File: src/rtl/bdd_pkg.sv
// Shared constants, types and register codes for the battery disconnect detector.
// No dependencies; every rtl file imports this package.
package bdd_pkg;

	localparam int DEPTH      = 1024;
	localparam int DEPTH_LOG2 = 10;
	localparam int SAMPLE_W   = 16;
	localparam int SUM_W      = SAMPLE_W + DEPTH_LOG2;
	localparam int GAIN_W     = 8;
	localparam int SHIFT_W    = 4;
	localparam int PROD_W     = GAIN_W + SAMPLE_W;
	localparam int CFG_IDX_W  = 2;
	localparam int CFG_DATA_W = 8;

	localparam logic [GAIN_W-1:0]  GAIN_RESET  = GAIN_W'(1);
	localparam logic [SHIFT_W-1:0] SHIFT_RESET = SHIFT_W'(1);

	typedef logic [DEPTH_LOG2-1:0] addr_t;
	typedef logic [SAMPLE_W-1:0]   sample_t;
	typedef logic [SUM_W-1:0]      sum_t;
	typedef logic [PROD_W-1:0]     prod_t;

	localparam addr_t LAST_ADDR = addr_t'(DEPTH - 1);

	typedef enum logic [CFG_IDX_W-1:0] {
		REG_GAIN  = 2'd0,
		REG_SHIFT = 2'd1
	} cfg_reg_t;

	// pipeline control: adv moves every stage, take loads a new word
	typedef struct packed {
		logic adv;
		logic take;
	} pipe_ctl_t;

endpackage

File: src/rtl/bdd_thresh.sv
// Threshold stage: gain multiply, shift, compare and output register.
// Depends on bdd_pkg.
module bdd_thresh
	import bdd_pkg::*;
(
	input  logic               clk,
	input  logic               arst_n,
	input  pipe_ctl_t          ctl,
	input  logic               valid_s2,
	input  sample_t            avg_s2,
	input  sample_t            sample_s2,
	input  logic [GAIN_W-1:0]  gain,
	input  logic [SHIFT_W-1:0] shift,
	output logic               result_valid,
	output logic               disconnected
);

	logic    valid_s3;
	prod_t   prod_s3;
	sample_t sample_s3;
	sample_t threshold;

	assign threshold = sample_t'(prod_s3 >> shift);

	always_ff @(posedge clk or negedge arst_n) begin
		if (!arst_n) begin
			valid_s3     <= 1'b0;
			result_valid <= 1'b0;
		end else if (ctl.adv) begin
			valid_s3     <= valid_s2;
			result_valid <= valid_s3;
		end
	end

	always_ff @(posedge clk) begin
		if (ctl.adv && valid_s2) begin
			prod_s3   <= prod_t'(gain) * prod_t'(avg_s2);
			sample_s3 <= sample_s2;
		end
		if (ctl.adv && valid_s3) begin
			disconnected <= (sample_s3 < threshold);
		end
	end

endmodule

File: config.mk
export PLATFORM = sky130hd
export DESIGN_NAME = bdd_thresh
export DESIGN_NICKNAME = d
export VERILOG_FILES = /design/src/rtl/bdd_pkg.sv /design/src/rtl/bdd_thresh.sv
export SDC_FILE = /design/constraint.sdc
export NUM_CORES = 1
export LEC_CHECK = 0
export BUFFER_PORTS_ARGS = -buffer_cell sky130_fd_sc_hd__buf_4
export CAP_MARGIN = 5
export CELL_PAD_IN_SITES_DETAIL_PLACEMENT = 0
export CELL_PAD_IN_SITES_GLOBAL_PLACEMENT = 1
export CORE_MARGIN = 5
export CORE_UTILIZATION = 49
export DETAILED_ROUTE_END_ITERATION = 10
export HOLD_SLACK_MARGIN = 0.12
export PLACE_DENSITY_LB_ADDON = 0.25
export SETUP_SLACK_MARGIN = 0.3
export SLEW_MARGIN = 30
export SYNTH_ARGS = -nofsm -noshare
export SYNTH_HDL_FRONTEND = slang
export SYNTH_SLANG_ARGS = --single-unit
export TNS_END_PERCENT = 1
File: constraint.sdc
create_clock -name clk -period 3.15 [get_ports clk]
set_input_delay 0.315 -clock clk [delete_from_list [all_inputs] [get_ports clk]]
set_output_delay 0.315 -clock clk [all_outputs]
set_load 0.03 [all_outputs]
## Yosys cells after proc, flatten, opt, wreduce, memory -nomap -nowiden

Index checks and enable logic that the tools add are counted.

| storage, ports and cells | value |
|---|---|
| output and inout port bits | 2 |
| flip-flop bits (word level) | 43 |
| input port bits | 49 |
| word-level logic and storage cells | 10 |

| cells by class | value |
|---|---|
| shifts and indexed selects | 1 |
| reductions and logical operators | 2 |
| magnitude comparators | 1 |
| multipliers | 1 |

Operator list:

| cell | count |
|---|---|
| multiplier 8 x 16 -> 24 bit | 1 |
| right shift 24 x 4 -> 16 bit | 1 |
| < comparator 16 bit | 1 |
| logical AND 1 bit | 2 |

## Logic depth before layout (Yosys ltp)

| logic depth | value |
|---|---|
| word-level depth | 2 |
| depth in mapped cells | 17 |
| gate-level depth less buffers | 16 |

## Worst setup path before layout

Ideal clock, no wire load.

| timing | value |
|---|---|
| kind | input port to flip-flop |
| from | input gain[6] |
| to | register prod_s3[23], data pin |
| data required time | 2.888 ns |
| arrival time | 4.325 ns |
| cell stages on the path | 17 |
| path slack | -1.437 ns |
| path through | clkbuf_1 -> and2_1 -> fa_1 -> inv_1 -> fa_1 -> inv_1 -> fa_1 -> inv_1 -> fa_1 -> inv_1 -> ha_1 -> and4_1 -> and2_1 -> nand3_1 -> o2111ai_1 -> nor3b_1 -> nor4b_1 |

| between the ends | value |
|---|---|
| cells in the longest elaborated chain, start to end | 1 |

RTL lines:

| element | line | text |
|---|---|---|
| start, declared | bdd_thresh.sv:12 | `input logic [GAIN_W-1:0] gain,` |
| multiplier 8 x 16 -> 24 bit | bdd_thresh.sv:37 | `prod_s3 <= prod_t'(gain) * prod_t'(avg_s2);` |
| end signal, assigned | bdd_thresh.sv:37 |  |
| end, declared | bdd_thresh.sv:19 | `prod_t prod_s3;` |

Every way passes these cells.
A chain may end at the register's enable or synchronous reset.

## Worst setup path in the final report

| timing | value |
|---|---|
| from | input gain[3] |
| to | register prod_s3[23], data pin |

Same word-level chain as after synthesis.

==> impl_metrics.toml <==
[routing]
drtIter0Drc = 267
drc_errors = 0
dr.pass1.iters = 4
wl_per_cell_um = 14.9
postRouteAntennaNets = 0
via_count = 5175
drt_wl_total_um = 14600
vias_per_cell = 5.30

[sta]
hold_ws_ps = 207
relSlewSlack_pct = 65.5
hold_violations = 0
rsz0062_at_grt = "yes"
worst_pin_slew_ps = 518
fin_crit_sh_pct = 132
fmax_mhz = 241
period_needed_ps = 4150
fin_ws_ps = -1000
fin_skew_ps = 4.80
tns_ps = -11670
setup-violations-final = 16
drv_slew = 0

[power]
clkPwrFrac_pct = 8.6
seqPwrFrac_pct = 15.4
swShare_pct = 41.4
power.switching_mw = 2.77
p_int_mw = 3.93
leakagePower_nw = 3.92
irDropWorstVdd_uv = 428
pwr_density_cell_nw_per_um2 = 777
pwr-share-comb_pct = 76.0

[setup_path]
cp-endpoint = "prod_s3[23]$_DFFE_PP_"
end_kind = "flip-flop"
cp.required_ps = 3180
startpoint = "gain[3]"
r2r-start = "prod_s3[16]$_DFFE_PP_"
crit_fanout = 8
critical_path_arrival_ps = 4180
start_kind = "input port"
worst-setup-path-type = "in2reg"
worst-r2r-cell-count = 8
regToRegEndpoint = "disconnected$_DFFE_PP_"
regToRegSetupSlack_ps = 370

[yosys]
synth_top_area_cell = "fa_1"
synthCells = 677
synth-simple-area-share_pct = 16.9
synth_area_leaders = "fa_1 (25%), edfxtp_1 (18%), ha_1 (11%), and2_1 (10%), inv_1 (6.4%)"
synth_top_family_by_area = "adder cells"
synthXorXnorAreaFrac_pct = 1.96
synth_cell_types = 47
synth.most_common_cell = "inv_1"
synthAdderAreaFrac_pct = 36.1
synth-seq-area-share_pct = 19.1
yosys_most_used_dff = "edfxtp_1"
yosysTopAreaCellShare_pct = 25.1
netlist_area_um2 = 6700
synth-warning-count = 0
async_flop_share_pct = 4.65
postSynthAreaPerCell_um2 = 9.90
synthesis.nets = 869
netlist_top_cells_count = "inv_1 (115), and2_1 (107), fa_1 (84)"
synth_mux_area_share_pct = 9.15
ys_ff_latch = 43
synth_compound_area_share_pct = 8.94
synth_edf_count = 41

[grt]
grt-ovfl-total = 0
grt_pass1_wl_um = 26200
grt_pass1_vias = 5782
grt_max_degree = 41
antenna_found_initial = 0
grt.total_usage_pct = 19.5

[floorplan]
rows = 42
coreArea_um2 = 13300
start_util_pct = 50.2
fp.dieW_um = 127
ios = 51
die_area_um2 = 16100
dieHeight_um = 127

[finish]
layout-drive-gt1-share_pct = 32.0
fin_util_pct = 64.5
fill_cells = 1125
nets = 992
area_growth_pct = 28.5
antenna_cells = 0
design_area_um2 = 8610
multi_input_area_um2 = 5350
regArea_um2 = 1280

[placement]
portBuffers = 49
dp_hpwl_um = 12100
gp_congestion = 0.869
place_ws_ps = -1500
placed_area_um2 = 7950

[clock_network]
htreeDepth = 2
cts-root-buf = "clkbuf_16"
cts_max_path_buffers = 2
cts.sinks = 43
cts_inserted_buffers = 5
path_clk_slew_ps = 60
clk_latency_ps = 280
cts_tree = "yes"

[worst_hold_path]
min_path_type = "in2reg"

[job]
drv_cap = 0

[status]
status = "finished with violations"
violations = "negative setup slack"
## flip-flops by register name (all words and copies together) (netlist names)
register and cells:
prod_s3 24, result_valid 1, valid_s3 1, disconnected 1
sample_s3 16
## power groups by stage
stage	sequential, mW	clock [mW]	combinational [mW]
global route	1.05	0.620	5.73
global placement	1.03	0	4.25
detailed placement	1.04	0	4.38
finish	1.03	0.576	5.09
CTS	1.03	0.587	4.76
floorplan	1.00	0	2.94
## metal layers
metal,part of all wire [%],vias up,track usage [%]
met5,0,-,0
met4,1.4,0,3.41
met3,1.8,15,2.02
met2,54,56,36.6
met1,43,2616,24.5
li1,-,2488,-
## how the worst min path moves through the flow
stage / to / depth (start not counted) / slack [ps] / from
after floorplan: result_valid$_DFFE_PN0P_ / 0 / 20 / arst_n
after global placement: result_valid$_DFFE_PN0P_ / 1 / 100 / arst_n
after detailed placement: result_valid$_DFFE_PN0P_ / 1 / 100 / arst_n
after CTS: sample_s3[12]$_DFFE_PP_ / 1 / 200 / sample_s2[12]
after global routing: sample_s3[9]$_DFFE_PP_ / 1 / 200 / sample_s2[9]
final: sample_s3[12]$_DFFE_PP_ / 1 / 210 / sample_s2[12]
## through the flow
| step | instances | total power [mW] |
|---|---|---|
| 6_report | 977 | 6.69 |
| 3_5_place_dp | 963 | 5.42 |
| 2_1_floorplan | 677 | 3.94 |
| 4_1_cts | 974 | 6.38 |
| 3_3_place_gp | 963 | 5.27 |
| 5_1_grt | 977 | 7.40 |
## what timing repair did
item | 4_1_cts | 5_1_grt
hold buffers | 1 | 0
hold endpoints to repair | 2 | 0
setup buffers | 2 | 3
pin swaps | 43 | 36
endpoints found under the setup margin | 21 | 21
resized for setup | 64 | 52
## cell usage in the layout (no fill, tap or decap), types with 11 or more instances in the layout
cell type,n
a21oi_1,27
and2_1,92
and2_4,15
buf_4,117
buf_6,14
edfxtp_1,41
fa_1,79
ha_1,45
ha_4,14
inv_1,103
inv_2,12
mux4_2,19
nand2_1,46
nor2_1,16
o21ai_0,12
xnor2_1,11
## cells by family (layout without fill, tap and decap cells)
kind of cell    after synthesis  in the layout
xor+xnor                     15             15
mux                          34             34
buf+inv                     137            261
flops                        43             43
fa+ha+maj                   143            143
simple gates                209            209
compound gates               96             96
## worst max-delay path, cell delays in order
cell	delay, ps
buf_12	110
buf_12	120
buf_6	110
nand2_4	50
fa_1	450
fa_1	550
inv_2	40
fa_1	480
inv_1	60
fa_1	500
inv_2	50
ha_4	260
and4_4	210
and2_4	170
nand3_4	70
o2111ai_4	270
mux2i_2	270
nor4b_2	70
## cell type report
cell class / instances / area share (%)
Sequential cell: 43 / 14.9
Clock inverter: 2 / 0.436
Inverter: 115 / 5.01
Clock buffer: 6 / 1.50
Tap cell: 176 / 2.56
Multi-Input combinational cell: 497 / 62.1
Timing Repair Buffer: 138 / 13.5
Note: power is estimated with default switching activity, not from simulation.
